==> src/fbc_pkg.sv <==
// fbc_pkg: widths, payload types, register indexes and pipeline control types
// for the frustum box cull block. Has no dependencies; every file but fbc_check imports it.
`default_nettype none

package fbc_pkg;

    localparam int PLANE_COUNT = 4;
    localparam int MAX_PLANES  = 4;

    localparam int COORD_W     = 32;
    localparam int NORM_W      = 16;
    localparam int NORM_PACK_W = 3 * NORM_W;
    localparam int DIST_W      = 32;
    localparam int PROD_W      = NORM_W + COORD_W;
    localparam int SUM_W       = PROD_W + 2;
    localparam int FRAC_SHIFT  = 14;
    localparam int DOT_W       = SUM_W - FRAC_SHIFT;

    localparam int REG_COUNT   = 2 * MAX_PLANES;
    localparam int CFG_IDX_W   = $clog2(REG_COUNT);
    localparam int CFG_DATA_W  = NORM_PACK_W;

    localparam int NUM_STAGES  = 3;

    // register indexes on the configuration port
    localparam logic [CFG_IDX_W-1:0] REG_PLANE0_NORMAL   = CFG_IDX_W'(0);
    localparam logic [CFG_IDX_W-1:0] REG_PLANE0_DISTANCE = CFG_IDX_W'(1);
    localparam logic [CFG_IDX_W-1:0] REG_PLANE1_NORMAL   = CFG_IDX_W'(2);
    localparam logic [CFG_IDX_W-1:0] REG_PLANE1_DISTANCE = CFG_IDX_W'(3);
    localparam logic [CFG_IDX_W-1:0] REG_PLANE2_NORMAL   = CFG_IDX_W'(4);
    localparam logic [CFG_IDX_W-1:0] REG_PLANE2_DISTANCE = CFG_IDX_W'(5);
    localparam logic [CFG_IDX_W-1:0] REG_PLANE3_NORMAL   = CFG_IDX_W'(6);
    localparam logic [CFG_IDX_W-1:0] REG_PLANE3_DISTANCE = CFG_IDX_W'(7);

    typedef logic signed [COORD_W-1:0] coord_t;

    typedef struct packed {
        coord_t min_x;
        coord_t min_y;
        coord_t min_z;
        coord_t max_x;
        coord_t max_y;
        coord_t max_z;
    } box_t;

    typedef struct packed {
        logic [NORM_PACK_W-1:0]   normal;
        logic signed [DIST_W-1:0] distance;
    } plane_t;

    // load[k] lets stage k take its next value
    typedef struct packed {
        logic [NUM_STAGES-1:0] load;
    } pipe_ctl_t;

endpackage

`default_nettype wire

==> src/fbc_pipe_ctl.sv <==
// fbc_pipe_ctl: valid bits and per-stage ready chain of the cull pipeline;
// a stage loads when it is empty or its content moves on. Depends on fbc_pkg.
`default_nettype none

module fbc_pipe_ctl (
    input  wire logic           clk,
    input  wire logic           rst_n,
    input  wire logic           in_valid,
    input  wire logic           out_ready,
    output logic                in_ready,
    output logic                out_valid,
    output fbc_pkg::pipe_ctl_t  ctl
);
    import fbc_pkg::*;

    logic [NUM_STAGES-1:0] valid_reg;
    logic [NUM_STAGES-1:0] valid_next;
    logic [NUM_STAGES-1:0] stage_ready;

    always_comb
    begin
        stage_ready[NUM_STAGES-1] = !valid_reg[NUM_STAGES-1] || out_ready;
        for (int k = NUM_STAGES - 2; k >= 0; k--)
        begin
            stage_ready[k] = !valid_reg[k] || stage_ready[k+1];
        end
    end

    always_comb
    begin
        valid_next[0] = stage_ready[0] ? in_valid : valid_reg[0];
        for (int k = 1; k < NUM_STAGES; k++)
        begin
            valid_next[k] = stage_ready[k] ? valid_reg[k-1] : valid_reg[k];
        end
    end

    always_ff @(posedge clk or negedge rst_n)
    begin
        if (!rst_n)
        begin
            valid_reg <= '0;
        end
        else
        begin
            valid_reg <= valid_next;
        end
    end

    assign ctl.load  = stage_ready;
    assign in_ready  = stage_ready[0];
    assign out_valid = valid_reg[NUM_STAGES-1];

endmodule

`default_nettype wire

==> config.mk <==
export PLATFORM = sky130hd
export DESIGN_NAME = fbc_pipe_ctl
export DESIGN_NICKNAME = d
export VERILOG_FILES = /design/src/fbc_pkg.sv /design/src/fbc_pipe_ctl.sv
export SDC_FILE = /design/constraint.sdc
export NUM_CORES = 1
export LEC_CHECK = 0
export ABC_AREA = 1
export BUFFER_PORTS_ARGS = -buffer_cell sky130_fd_sc_hd__buf_2
export CAP_MARGIN = 20
export CORE_AREA = 2 2 39 41
export DETAILED_ROUTE_END_ITERATION = 10
export DIE_AREA = 0 0 41 43
export GPL_TIMING_DRIVEN = 0
export REMOVE_ABC_BUFFERS = 1
export SLEW_MARGIN = 30
export SYNTH_ARGS = -nofsm -noshare
export SYNTH_HDL_FRONTEND = slang
export SYNTH_SLANG_ARGS = --single-unit
export TNS_END_PERCENT = 1
==> constraint.sdc <==
create_clock -name clk -period 0.8 [get_ports clk]
set_input_delay 0.08 -clock clk [delete_from_list [all_inputs] [get_ports clk]]
set_output_delay 0.08 -clock clk [all_outputs]
set_load 0.1 [all_outputs]
==> results_dict.tcl <==
set metrics [dict create \
    status "finished, violations left" \
    violations "negative setup slack" \
    synth-seq-area-share_pct 57.7 \
    yosys.area.top_type "dfrtp_1" \
    clk_latency_ns 0.23 \
    grt_overflow 0 \
    setup_viol 6 \
    dr_total_vias 136 \
    setup_tns_ns -1.43 \
    cts_tree "yes" \
    path_max_fanout 3 \
    drc 0 \
    grt_util_met2_pct 6.88 \
    syn_inst 14 \
    drt-total-wl_um 331 \
    hold_slack_ns 0.0360 \
    drt_iter0_drc 3 \
    synth_seq_cells 3 \
    slew_headroom_pct 81.6 \
    grt_most_used_layer "met4" \
    diodes 0 \
    core_region_area_um2 1380 \
    drv_cap 0 \
    powerDensity_nw_per_um2 2410 \
    largest_register_ffs 3 \
    worstPathArrival_ns 1.00 \
    fp.dieW_um 41 \
    synth-warning-count 0 \
    synth_top_area_share_pct 57.7 \
    power_mw 0.752 \
    hpwl_um 215 \
    ys_types 6 \
    postRouteAntennaNets 0 \
    clk_pin_slew_ns 0.04 \
    routed_via_density 3.09 \
    p_leak_nw 0.158 \
    die_h_um 43 \
    nets 33 \
    portBuffers 8 \
    r2r_slack_ns -0.16 \
    whs_path_depth 3 \
    start_util_pct 9.40 \
    cts-root-buf "clkbuf_4" \
    final_cell_mix "inv_1 (4), nand2_1 (4), buf_12 (4)" \
    synth_area_um2 130 \
    firstDrtPassIters 2 \
    rsz0062_at_grt "true" \
    grtUsageMet1_pct 3.25 \
    end_kind "output port" \
    min_to "valid_reg[0]$_DFFE_PN0P_" \
    criticalPathCategory "flop to output port" \
    num_rows 14 \
    vdd_drop_max_mv 0.372 \
    cts_max_level 1 \
    fin_ws_ns -0.283 \
    fin_skew_ns 0.000986 \
    worst_path_max_delay_cell "dfrtp_1" \
    layout-drive-gt1-share_pct 57.1 \
    critPathRequiredTime_ns 0.72 \
    hp-start "in_valid" \
    timing.rr.end "valid_reg[0]$_DFFE_PN0P_" \
    grt_pass1_vias 140 \
    worst_pin_slew_ns 0.278 \
    hold_path.class "primary input to flop" \
    clock-sinks 3 \
    r2r_cells 4 \
    path_cells "nand4_4 > buf_12" \
    grt_use_total_pct 5.34 \
    wl_per_cell_um 7.52 \
    finalCriticalPeriod_ns 1.08 \
    slew_violations 0 \
    synth.avg_cell_area_um2 9.29 \
    clock_path_buffers 2 \
    dpl_cell_area_um2 183 \
    final.period_utilization_pct 135 \
    use_met3_pct 4.71 \
    io_pins 9 \
    design_area_um2 312 \
    fmax_mhz 924 \
    grt_max_degree 5 \
    gp_congestion 0.433 \
    grt_pass1_wl_um 496 \
    grt_antenna_before_repair 0 \
    startpoint_type "flop" \
    syn_to_final_growth_pct 139 \
    hold_viol 0 \
    synth_area_leaders "dfrtp_1 (58%), inv_1 (12%), nand2_1 (12%)" \
    cts_buffers 3 \
    cpPeakStageDelay_ns 0.41 \
    die_area_um2 1760 \
    final_core_util_pct 22.5 \
    rr_startpoint "valid_reg[1]$_DFFE_PN0P_" \
]
[cell usage after synthesis (all sizes together)]
cell   n
buf    1
nand3  1
inv    4
dfrtp  3
nand4  1
nand2  4
[layer usage]
layer | wire, um | up-vias
li1 | - | 68
met1 | 100 | 63
met2 | 202 | 5
met3 | 28 | 0
met4 | 0 | 0
met5 | 0 | -
[power by group]
part	leakage, nW	switching [mW]	internal [mW]
clock network	0.0150	0.0721	0.187
registers	0.0309	0.0185	0.167
logic	0.112	0.205	0.104
total	0.158	0.296	0.457
[worst max path at each step]
stage,cells past startpoint,end,slack (ns),from
6_report,2,in_ready,-0.28,valid_reg[1]$_DFFE_PN0P_
2_1_floorplan,2,valid_reg[0]$_DFFE_PN0P_,-1.90,valid_reg[2]$_DFFE_PN0P_
3_5_place_dp,2,ctl[0],-0.22,valid_reg[2]$_DFFE_PN0P_
3_3_place_gp,2,in_ready,-0.22,valid_reg[2]$_DFFE_PN0P_
5_1_grt,2,in_ready,-0.32,valid_reg[2]$_DFFE_PN0P_
4_1_cts,2,ctl[0],-0.31,valid_reg[1]$_DFFE_PN0P_
[critical path: cells and delay by family (launching register included)]
kind	cells	cell delay, ns
DFF	1	0.41
buffers and inverters	1	0.21
and+or+nand+nor	1	0.15
[what timing repair did]
action,CTS,global route
endpoints found under the setup margin,5,6
gates resized for setup,19,1
endpoints found under the hold margin,3,0
pin swaps,2,1
hold buffers,1,0
buffers inserted,1,1
[logic make-up after synthesis]
| family | after synthesis | share of synthesized area [%] |
|---|---|---|
| and+or+nand+nor | 6 | 25.0 |
| buffers and inverters | 5 | 17.3 |
| DFF | 3 | 57.7 |
[final cells by class]
type | count | area [um2]
clock buffer | 4 | 26.3
inverter | 4 | 15.0
sequential | 3 | 76.3
multi-input combinational | 6 | 46.3
timing repair buffer | 11 | 128
tap | 16 | 20.0
fill | 159 | 1070
[metrics by stage]
stage                     worst slack (ns)  cells
after detailed placement            -0.219     37
after floorplan                      -1.90     13
after CTS                           -0.305     43
after global placement              -0.219     37
after global routing                -0.323     44
final                               -0.283     44
(Power assumes the default switching activity.)
