## src/fbc_pkg.sv

```systemverilog
// fbc_pkg: widths, payload types, register indexes and pipeline control types
// for the frustum box cull block. Has no dependencies; every file but fbc_check imports it.
`default_nettype none

package fbc_pkg;

    localparam int PLANE_COUNT = 4;
    localparam int MAX_PLANES  = 4;

    localparam int COORD_W     = 32;
    localparam int NORM_W      = 16;
    localparam int NORM_PACK_W = 3 * NORM_W;
    localparam int DIST_W      = 32;
    localparam int PROD_W      = NORM_W + COORD_W;
    localparam int SUM_W       = PROD_W + 2;
    localparam int FRAC_SHIFT  = 14;
    localparam int DOT_W       = SUM_W - FRAC_SHIFT;

    localparam int REG_COUNT   = 2 * MAX_PLANES;
    localparam int CFG_IDX_W   = $clog2(REG_COUNT);
    localparam int CFG_DATA_W  = NORM_PACK_W;

    localparam int NUM_STAGES  = 3;

    // register indexes on the configuration port
    localparam logic [CFG_IDX_W-1:0] REG_PLANE0_NORMAL   = CFG_IDX_W'(0);
    localparam logic [CFG_IDX_W-1:0] REG_PLANE0_DISTANCE = CFG_IDX_W'(1);
    localparam logic [CFG_IDX_W-1:0] REG_PLANE1_NORMAL   = CFG_IDX_W'(2);
    localparam logic [CFG_IDX_W-1:0] REG_PLANE1_DISTANCE = CFG_IDX_W'(3);
    localparam logic [CFG_IDX_W-1:0] REG_PLANE2_NORMAL   = CFG_IDX_W'(4);
    localparam logic [CFG_IDX_W-1:0] REG_PLANE2_DISTANCE = CFG_IDX_W'(5);
    localparam logic [CFG_IDX_W-1:0] REG_PLANE3_NORMAL   = CFG_IDX_W'(6);
    localparam logic [CFG_IDX_W-1:0] REG_PLANE3_DISTANCE = CFG_IDX_W'(7);

    typedef logic signed [COORD_W-1:0] coord_t;

    typedef struct packed {
        coord_t min_x;
        coord_t min_y;
        coord_t min_z;
        coord_t max_x;
        coord_t max_y;
        coord_t max_z;
    } box_t;

    typedef struct packed {
        logic [NORM_PACK_W-1:0]   normal;
        logic signed [DIST_W-1:0] distance;
    } plane_t;

    // load[k] lets stage k take its next value
    typedef struct packed {
        logic [NUM_STAGES-1:0] load;
    } pipe_ctl_t;

endpackage

`default_nettype wire

```

## src/fbc_cfg_regs.sv

```systemverilog
// fbc_cfg_regs: plane normal and distance registers behind the write port.
// Depends on fbc_pkg.
`default_nettype none

module fbc_cfg_regs (
    input  wire logic                             clk,
    input  wire logic                             rst_n,
    input  wire logic                             cfg_we,
    input  wire logic [fbc_pkg::CFG_IDX_W-1:0]    cfg_index,
    input  wire logic [fbc_pkg::CFG_DATA_W-1:0]   cfg_data,
    output fbc_pkg::plane_t [fbc_pkg::MAX_PLANES-1:0] planes
);
    import fbc_pkg::*;

    plane_t [MAX_PLANES-1:0] planes_reg;
    plane_t [MAX_PLANES-1:0] planes_next;

    always_comb
    begin
        planes_next = planes_reg;
        if (cfg_we)
        begin
            case (cfg_index)
                REG_PLANE0_NORMAL:   planes_next[0].normal   = cfg_data[NORM_PACK_W-1:0];
                REG_PLANE0_DISTANCE: planes_next[0].distance = cfg_data[DIST_W-1:0];
                REG_PLANE1_NORMAL:   planes_next[1].normal   = cfg_data[NORM_PACK_W-1:0];
                REG_PLANE1_DISTANCE: planes_next[1].distance = cfg_data[DIST_W-1:0];
                REG_PLANE2_NORMAL:   planes_next[2].normal   = cfg_data[NORM_PACK_W-1:0];
                REG_PLANE2_DISTANCE: planes_next[2].distance = cfg_data[DIST_W-1:0];
                REG_PLANE3_NORMAL:   planes_next[3].normal   = cfg_data[NORM_PACK_W-1:0];
                REG_PLANE3_DISTANCE: planes_next[3].distance = cfg_data[DIST_W-1:0];
                default:             planes_next = planes_reg;
            endcase
        end
    end

    always_ff @(posedge clk or negedge rst_n)
    begin
        if (!rst_n)
        begin
            planes_reg <= '0;
        end
        else
        begin
            planes_reg <= planes_next;
        end
    end

    assign planes = planes_reg;

endmodule

`default_nettype wire

```

## config.mk

```make
export PLATFORM = sky130hd
export DESIGN_NAME = fbc_cfg_regs
export DESIGN_NICKNAME = d
export VERILOG_FILES = /design/src/fbc_pkg.sv /design/src/fbc_cfg_regs.sv
export SDC_FILE = /design/constraint.sdc
export NUM_CORES = 1
export LEC_CHECK = 0
export BUFFER_PORTS_ARGS = -buffer_cell sky130_fd_sc_hd__buf_2
export CELL_PAD_IN_SITES_DETAIL_PLACEMENT = 1
export CELL_PAD_IN_SITES_GLOBAL_PLACEMENT = 2
export CORE_ASPECT_RATIO = 1.75
export CORE_MARGIN = 5
export CORE_UTILIZATION = 35
export CTS_CLUSTER_DIAMETER = 80
export CTS_CLUSTER_SIZE = 25
export DETAILED_ROUTE_END_ITERATION = 10
export PLACE_DENSITY_LB_ADDON = 0.2
export SLEW_MARGIN = 40
export SYNTH_ARGS = -nofsm -noshare
export SYNTH_HDL_FRONTEND = slang
export SYNTH_SLANG_ARGS = --single-unit
```

## constraint.sdc

```tcl
create_clock -name clk -period 0.92 [get_ports clk]
set_input_delay 0.092 -clock clk [delete_from_list [all_inputs] [get_ports clk]]
set_output_delay 0.092 -clock clk [all_outputs]
set_load 0.005 [all_outputs]
```

==> metrics.cfg <==
[setup_path]
crit_family=flip-flops
crit_fanout=2
rrSetupSlack_ns=-0.11
crit_buf_inv=1
cp-start-kind=flop
critical_path_class=flop to output pin
cp-end-kind=output pin
slowest_stage=dfrtp_1
slowest_delay_ns=0.42
arrival_ns=1.09
path_cells=buf_2
required_ns=0.83

[floorplan]
dieArea_sq_um=38400
ios=374
die_y_um=255
core.rowCount=90
initial_core_util_pct=35.2
coreArea_sq_um=34200
dieWidth_um=150

[clocking]
cts_made_buffers=16
path_clk_slew_ns=0.10
htree_num_levels=1
insertion_delay_ns=0.50
cts.sinks=320
clock_tree.buffer_depth=3
clock-root-buffer=clkbuf_16
cts_tree=built

[timing]
hold_viol_final=0
setup_viol=371
worst_pin_slew_ns=0.459
clock_skew_ns=0
slew_headroom_pct=69.4
min_period_ns=1.18
period_share_pct=128
timing.final.ws_setup_ns=-0.259
rsz0062_at_grt=yes
slew_violations=0
max_freq_mhz=848

[synth]
synth.avg_cell_area_sq_um=17.6
synth_cells=684
yosys-top-cells-area=dfrtp_1 (66%), mux2_2 (24%), mux2_1 (3.6%)
ys_async_sr_fraction_pct=100
syn_area_sq_um=12100
synth_area_leader_cell=dfrtp_1
synth.most_common_cell=dfrtp_1
yosys_warnings=0
synth_edf_count=0
synthFlopType=dfrtp_1
syn_nets=738
synthDistinctLibCells=12
synth.yosys.seq_area_share_pct=66.5
ys_ff_latch=320
synth_top_area_share_pct=66.5
yosys-top-cells-count=dfrtp_1 (320), mux2_2 (261), mux2_1 (39)

[layout]
final_core_util_pct=52.9
insertedDiodeCount=0
largest_register_ff_count=320
area_delta_synth_final_pct=50.3
fillers=3456
final_nets=1367
drive_gt1_share_pct=70.9

[run_status]
violations=negative setup slack
status=complete, but fails checks

[power_and_ir_drop]
power_frac_comb_pct=32.8
pwr-share-clk_pct=19.6
power.density_nw_per_um2=2200
seqPwrFrac_pct=47.6
p_switching_mw=11.0
total_power_mw=39.8
ir_drop_mv=1.55
cell_internal_pwr_mw=28.9
p_sw_share_pct=27.5
p_leak_nw=9.01

[flow_run]
max-cap-violations=0

[route]
first_pass_iters=4
dr.first_iter.drc_count=166
drc=0
avgViaCountPerCell=4.66
dr_total_vias=8264
postRouteAntennaNets=0
wirelength_mm=40.4
post_drt_wl_per_cell_um=22.8

[grt]
grt_overflow=0
grt_usage_pct=19.9
met3_usage_pct=3.74
grt_max_degree=83
grtUsageMet1_pct=21.7
grtUsageMet2_pct=37.5
antenna_found_initial=0
grt_pass1_vias=9050
grt_pass1_wl_mm=58.3
top_usage_layer=met2

[placed_design]
place.gp.congestion=0.769
dpl.hpwl_mm=27.2
portBuffers=373

[worst_hold_path]
min-delay-path-class=input port to async pin

[power by group through the flow]
stage	Combinational (mW)	Clock, mW	Sequential [mW]
finish	13.1	7.79	18.9
global route	13.9	8.69	19.3
CTS	11.8	8.15	18.8
detailed placement	9.45	0	19.1
global placement	9.28	0	19.0
floorplan	3.73	0	19.2
[what timing repair did]
item | CTS | global route
cloned | 0 | 0
resized for setup | 69 | 50
hold buffers | 50 | 0
setup endpoints to repair | 320 | 333
endpoints found under the hold margin | 640 | 0
buffers inserted | 107 | 80
[kinds of logic after synthesis]
family | share of synthesized area (%)
muxes | 30.5
DFF | 66.5
buffers and inverters | 2.24
and+or+nand+nor | 0.779
[routing by layer]
layer	wire [um]	share of wire, %	up-vias
li1	-	-	3653
met1	14300	35	4318
met3	2110	5.2	54
met5	0	0	-
met4	1450	3.6	0
met2	22500	56	239
[final cells by class]
type                       count  area, sq um  area share [%]
sequential                   320         8010            44.2
clock inverter                 1         7.51          0.0414
multi-input combinational    328         4240            23.4
tap                          460          576            3.18
timing repair buffer         647         4860            26.8
clock buffer                  17          425            2.35
[worst paths after layout]
check                                        from                      end  cells after the start
max                        planes[29]$_DFFE_PN0P_               planes[29]                      1
min                                         rst_n  planes[300]$_DFFE_PN0P_                      3
max reg2reg                planes[29]$_DFFE_PN0P_   planes[29]$_DFFE_PN0P_                      3
min reg2reg                planes[46]$_DFFE_PN0P_   planes[46]$_DFFE_PN0P_                      1
max in group asynchronous                   rst_n  planes[306]$_DFFE_PN0P_                      3
min in group clk                     cfg_index[0]   planes[45]$_DFFE_PN0P_                      4
[through the flow]
| stage | hold slack (ns) | std cells | worst slack, ns | setup TNS, ns | cell area (sq um) |
|---|---|---|---|---|---|
| final | 0.133 | 1773 | -0.259 | -69.54 | 18100 |
| after global routing | 0.131 | 1773 | -0.310 | -86.90 | 18100 |
| after CTS | 0.110 | 1703 | -0.274 | -75.81 | 17400 |
| after detailed placement | -0.0931 | 1528 | -0.507 | -129.91 | 15300 |
| after global placement | -0.0938 | 1528 | -0.477 | -123.78 | 15300 |
| after floorplan | -0.204 | 684 | -0.319 | -68.73 | 12600 |
[layout by cell type, fill, tap and decap left out, drive strengths merged]
cell type,instances
nand4b,3
nand4,1
nor4b,1
dfrtp,320
mux2,320
clkinvlp,1
clkbuf,17
dlygate4sd3,50
and4bb,3
buf,597
Note: power is estimated with default switching activity, not from simulation.
