### src/fbc_pkg.sv
// fbc_pkg: widths, payload types, register indexes and pipeline control types
// for the frustum box cull block. Has no dependencies; every file but fbc_check imports it.
`default_nettype none

package fbc_pkg;

    localparam int PLANE_COUNT = 4;
    localparam int MAX_PLANES  = 4;

    localparam int COORD_W     = 32;
    localparam int NORM_W      = 16;
    localparam int NORM_PACK_W = 3 * NORM_W;
    localparam int DIST_W      = 32;
    localparam int PROD_W      = NORM_W + COORD_W;
    localparam int SUM_W       = PROD_W + 2;
    localparam int FRAC_SHIFT  = 14;
    localparam int DOT_W       = SUM_W - FRAC_SHIFT;

    localparam int REG_COUNT   = 2 * MAX_PLANES;
    localparam int CFG_IDX_W   = $clog2(REG_COUNT);
    localparam int CFG_DATA_W  = NORM_PACK_W;

    localparam int NUM_STAGES  = 3;

    // register indexes on the configuration port
    localparam logic [CFG_IDX_W-1:0] REG_PLANE0_NORMAL   = CFG_IDX_W'(0);
    localparam logic [CFG_IDX_W-1:0] REG_PLANE0_DISTANCE = CFG_IDX_W'(1);
    localparam logic [CFG_IDX_W-1:0] REG_PLANE1_NORMAL   = CFG_IDX_W'(2);
    localparam logic [CFG_IDX_W-1:0] REG_PLANE1_DISTANCE = CFG_IDX_W'(3);
    localparam logic [CFG_IDX_W-1:0] REG_PLANE2_NORMAL   = CFG_IDX_W'(4);
    localparam logic [CFG_IDX_W-1:0] REG_PLANE2_DISTANCE = CFG_IDX_W'(5);
    localparam logic [CFG_IDX_W-1:0] REG_PLANE3_NORMAL   = CFG_IDX_W'(6);
    localparam logic [CFG_IDX_W-1:0] REG_PLANE3_DISTANCE = CFG_IDX_W'(7);

    typedef logic signed [COORD_W-1:0] coord_t;

    typedef struct packed {
        coord_t min_x;
        coord_t min_y;
        coord_t min_z;
        coord_t max_x;
        coord_t max_y;
        coord_t max_z;
    } box_t;

    typedef struct packed {
        logic [NORM_PACK_W-1:0]   normal;
        logic signed [DIST_W-1:0] distance;
    } plane_t;

    // load[k] lets stage k take its next value
    typedef struct packed {
        logic [NUM_STAGES-1:0] load;
    } pipe_ctl_t;

endpackage

`default_nettype wire

### src/fbc_plane.sv
// fbc_plane: p-vertex test of one box against one plane; products in the
// first stage, their sum in the second, compare feeds the third. Depends on fbc_pkg.
`default_nettype none

module fbc_plane (
    input  wire logic                clk,
    input  wire fbc_pkg::plane_t     plane,
    input  wire fbc_pkg::box_t       box,
    input  wire fbc_pkg::pipe_ctl_t  ctl,
    output logic                     below
);
    import fbc_pkg::*;

    logic signed [NORM_W-1:0] nx;
    logic signed [NORM_W-1:0] ny;
    logic signed [NORM_W-1:0] nz;
    coord_t                   cx;
    coord_t                   cy;
    coord_t                   cz;

    logic signed [PROD_W-1:0] prod_x_next;
    logic signed [PROD_W-1:0] prod_y_next;
    logic signed [PROD_W-1:0] prod_z_next;
    logic signed [PROD_W-1:0] prod_x_reg;
    logic signed [PROD_W-1:0] prod_y_reg;
    logic signed [PROD_W-1:0] prod_z_reg;

    logic signed [SUM_W-1:0]  sum_next;
    logic signed [SUM_W-1:0]  sum_reg;
    logic signed [DOT_W-1:0]  dot;
    logic signed [DOT_W-1:0]  dist_ext;

    assign nx = plane.normal[NORM_W-1:0];
    assign ny = plane.normal[2*NORM_W-1:NORM_W];
    assign nz = plane.normal[3*NORM_W-1:2*NORM_W];

    // corner farthest along the normal: max where the component is non-negative
    assign cx = nx[NORM_W-1] ? box.min_x : box.max_x;
    assign cy = ny[NORM_W-1] ? box.min_y : box.max_y;
    assign cz = nz[NORM_W-1] ? box.min_z : box.max_z;

    assign prod_x_next = PROD_W'(nx) * PROD_W'(cx);
    assign prod_y_next = PROD_W'(ny) * PROD_W'(cy);
    assign prod_z_next = PROD_W'(nz) * PROD_W'(cz);

    always_ff @(posedge clk)
    begin
        if (ctl.load[0])
        begin
            prod_x_reg <= prod_x_next;
            prod_y_reg <= prod_y_next;
            prod_z_reg <= prod_z_next;
        end
    end

    assign sum_next = SUM_W'(prod_x_reg) + SUM_W'(prod_y_reg) + SUM_W'(prod_z_reg);

    always_ff @(posedge clk)
    begin
        if (ctl.load[1])
        begin
            sum_reg <= sum_next;
        end
    end

    // arithmetic shift by dropping low bits rounds toward minus infinity
    assign dot      = sum_reg[SUM_W-1:FRAC_SHIFT];
    assign dist_ext = DOT_W'(plane.distance);
    assign below    = dot < dist_ext;

endmodule

`default_nettype wire

### config.mk
export PLATFORM = sky130hd
export DESIGN_NAME = fbc_plane
export DESIGN_NICKNAME = d
export VERILOG_FILES = /design/src/fbc_pkg.sv /design/src/fbc_plane.sv
export SDC_FILE = /design/constraint.sdc
export NUM_CORES = 2
export LEC_CHECK = 0
export ABC_AREA = 1
export BUFFER_PORTS_ARGS = -buffer_cell sky130_fd_sc_hd__buf_2
export CAP_MARGIN = 5
export CORE_MARGIN = 1.5
export CORE_UTILIZATION = 55
export CTS_BUF_LIST = sky130_fd_sc_hd__clkbuf_16
export DETAILED_ROUTE_END_ITERATION = 10
export PLACE_DENSITY = 0.72
export SLEW_MARGIN = 20
export SYNTH_ARGS = -nofsm -noshare
export SYNTH_HDL_FRONTEND = slang
export SYNTH_SLANG_ARGS = --single-unit
### constraint.sdc
create_clock -name clk -period 7.8 [get_ports clk]
set_input_delay 0.78 -clock clk [delete_from_list [all_inputs] [get_ports clk]]
set_output_delay 0.78 -clock clk [all_outputs]
set_load 0.02 [all_outputs]
==> results.py <==
metrics = {
    "floorplan": {
        "rows": 128,
        "die_w_um": 354,
        "core_area_um2": 122000,
        "fp.dieH_um": 354,
        "initial_core_util": 0.556,
        "dieArea_um2": 125000,
        "io_pins": 277,
    },
    "synth": {
        "synth_area_um2": 67800,
        "syn_nets": 10865,
        "synth_edf_count": 180,
        "async_reset_ff_frac": 0,
        "postSynthCellCount": 8659,
        "ys.flop_type": "edfxtp_1",
        "synth_seq_area_share": 0.0797,
        "synth_warnings": 0,
        "synth_seq_cells": 180,
        "syn_area_per_cell_um2": 7.83,
        "yosysUniqueCellTypes": 45,
    },
    "setup_path": {
        "reg2reg_from": "prod_x_reg[37]",
        "r2r_cells": 9,
        "crit_type": "input pin to register",
        "cp_max_fo": 24,
        "cp.required_ns": 7.98,
        "cp-start-kind": "input pin",
        "r2r_slack_ns": 4.72,
        "rr_endpoint": "sum_reg[38]",
        "arrival_ns": 7.29,
        "cp-startpoint": "plane[47]",
        "crit_path_end_kind": "register",
    },
    "timing": {
        "final.setup.worst_slack_ns": 0.689,
        "finalCriticalPeriod_ns": 7.11,
        "grt_setup_unrepaired": "false",
        "slew_headroom": 0.327,
        "worst_pin_slew_ns": 1.01,
        "min_period_over_period": 0.912,
        "tns_ns": 0,
        "fin_skew_ns": 0.00907,
        "slew_violations": 0,
        "holdWs_ns": 0.816,
        "report.final.hold_viol_count": 0,
        "finalSetupViolations": 0,
        "fmax_mhz": 141,
    },
    "clock_network": {
        "cts_sinks": 180,
        "htree_levels": 4,
        "cts_resized": 0,
        "cts_buffers": 17,
        "ctsLongestPathBuffers": 2,
        "clock_latency_ns": 0.44,
        "post_cts_buffers": 0,
        "path_clk_slew_ns": 0.06,
        "cts_hold_buf": 0,
        "cts_tree": "done",
        "cts-root-buf": "clkbuf_16",
    },
    "cells_and_area": {
        "drive_gt1_frac": 0.0683,
        "final_cells": 10488,
        "regArea_um2": 5410,
        "fill_cells": 11443,
        "syn_to_final_growth_pct": 5.68,
        "multi_input_area_um2": 52800,
        "fin_nets": 11058,
        "antenna_cells_inserted": 0,
    },
    "global_route": {
        "gr-usage-met3": 0.0698,
        "gr-usage-met1": 0.486,
        "grt_pass1_vias": 58240,
        "grtUsageTotal": 0.338,
        "grt_max_degree": 84,
        "grt_use_met2": 0.521,
        "busiest_layer": "met2",
        "overflow": 0,
        "grt_pass1_wl_um": 325000,
        "antenna_found_initial": 2,
    },
    "drt": {
        "dr.pass1.iters": 8,
        "dr.first_iter.drc_count": 4831,
        "drc_errors": 0,
        "via_per_inst": 5.34,
        "wl_um": 206000,
        "dr_total_vias": 56053,
        "wl_per_cell_um": 19.6,
        "final_antenna_net_count": 0,
    },
    "job": {
        "drv_cap": 0,
    },
    "placed_design": {
        "dpl.cell_count": 10458,
        "place_ws_ns": 0.332,
        "port-buffer-count": 275,
        "place_congestion": 0.999,
        "dp_hpwl_um": 183000,
    },
    "worst_hold_path": {
        "min_from": "ctl[0]",
        "min_to": "prod_x_reg[0]",
        "hold_path.class": "input pin to register",
        "whs_path_depth": 1,
    },
    "status": {
        "status": "finished clean",
    },
}
## metal layers
layer  share of wire  vias to the layer above
li1                -                    25365
met1            0.43                    27778
met2            0.44                     2553
met3            0.10                      357
met4           0.032                        0
met5               0                        -
## critical path: stages
cell and delay, ns:
buf_2 0.11, inv_2 0.34, nand2_1 0.09, nand2_1 0.23, inv_1 0.18, nor2_1 0.28, fa_1 0.55, fa_1 0.68
inv_1 0.20, fa_1 0.61, inv_1 0.08, fa_1 0.54, inv_1 0.05, fa_1 0.46, fa_1 0.50, inv_1 0.04
ha_1 0.46, inv_1 0.10, nor3_1 0.32, nand2_1 0.13, nor2_1 0.19, nand3b_1 0.13, nand3_1 0.11, nand2_1 0.10
## worst max-delay path by stage
| stage | slack, ns | cells past startpoint | end |
|---|---|---|---|
| floorplan | 1.42 | 24 | prod_z_reg[46] |
| finish | 0.69 | 24 | prod_x_reg[47] |
| detailed placement | 0.33 | 24 | prod_x_reg[47] |
| CTS | 0.78 | 24 | prod_x_reg[47] |
| global route | 0.44 | 24 | prod_x_reg[47] |
| global placement | 0.44 | 24 | prod_x_reg[47] |
## Yosys cell counts, types with 19 or more instances
cell type,n,area share
xnor2_1,19,0.0025
buf_2,70,0.0052
a21oi_1,238,0.018
or2_2,28,0.0026
edfxtp_1,180,0.080
inv_2,64,0.0035
nor2_1,1032,0.057
o21ai_0,119,0.0088
nand2_1,2039,0.11
fa_1,1505,0.44
nand2_2,38,0.0035
nor2_2,19,0.0018
nor3_1,19,0.0014
nand4_1,55,0.0051
xor2_1,101,0.013
or2_1,49,0.0045
inv_1,2207,0.12
clkbuf_1,117,0.0065
ha_1,425,0.078
nand3_1,195,0.014
## cells in the final DEF (no fill, tap or decap), types with 38 or more instances in the layout
master,n
a21oi_1,238
buf_4,120
nand2_2,38
inv_1,2208
fa_1,1505
nand4_1,55
or2_1,49
nand2_1,2039
buf_2,274
xor2_1,101
ha_1,425
nor2_1,1032
inv_2,64
o21ai_0,119
nand3_1,195
edfxtp_1,180
## kinds of logic (layout without fill, tap and decap cells)
group	after synthesis	after routing	share of synthesized area
xor gates and xnor gates	120	120	0.0155
DFF	180	180	0.0797
AOI/OAI and AO/OA	420	420	0.0336
buffers and inverters	2505	2709	0.141
adders and majority gates	1930	1930	0.523
and+or+nand+nor	3504	3504	0.207
## per-stage QoR
step	utilization	instance area [µm²]
2_1_floorplan	-	67800
3_3_place_gp	0.583	71100
3_5_place_dp	0.583	71100
4_1_cts	0.587	71600
5_1_grt	0.587	71600
6_report	0.587	71600
## area by class of cell
| cell class | count | share of cell area |
|---|---|---|
| Sequential cell | 180 | 0.0754 |
| Timing Repair Buffer | 396 | 0.0322 |
| Multi-Input combinational cell | 5974 | 0.737 |
| Tap cell | 1625 | 0.0284 |
| Clock buffer | 17 | 0.00594 |
| Clock inverter | 13 | 0.00122 |
| Inverter | 2283 | 0.120 |
Power is not shown: default switching activity piles up to over one toggle a cycle in this logic, so the estimate is an artifact.
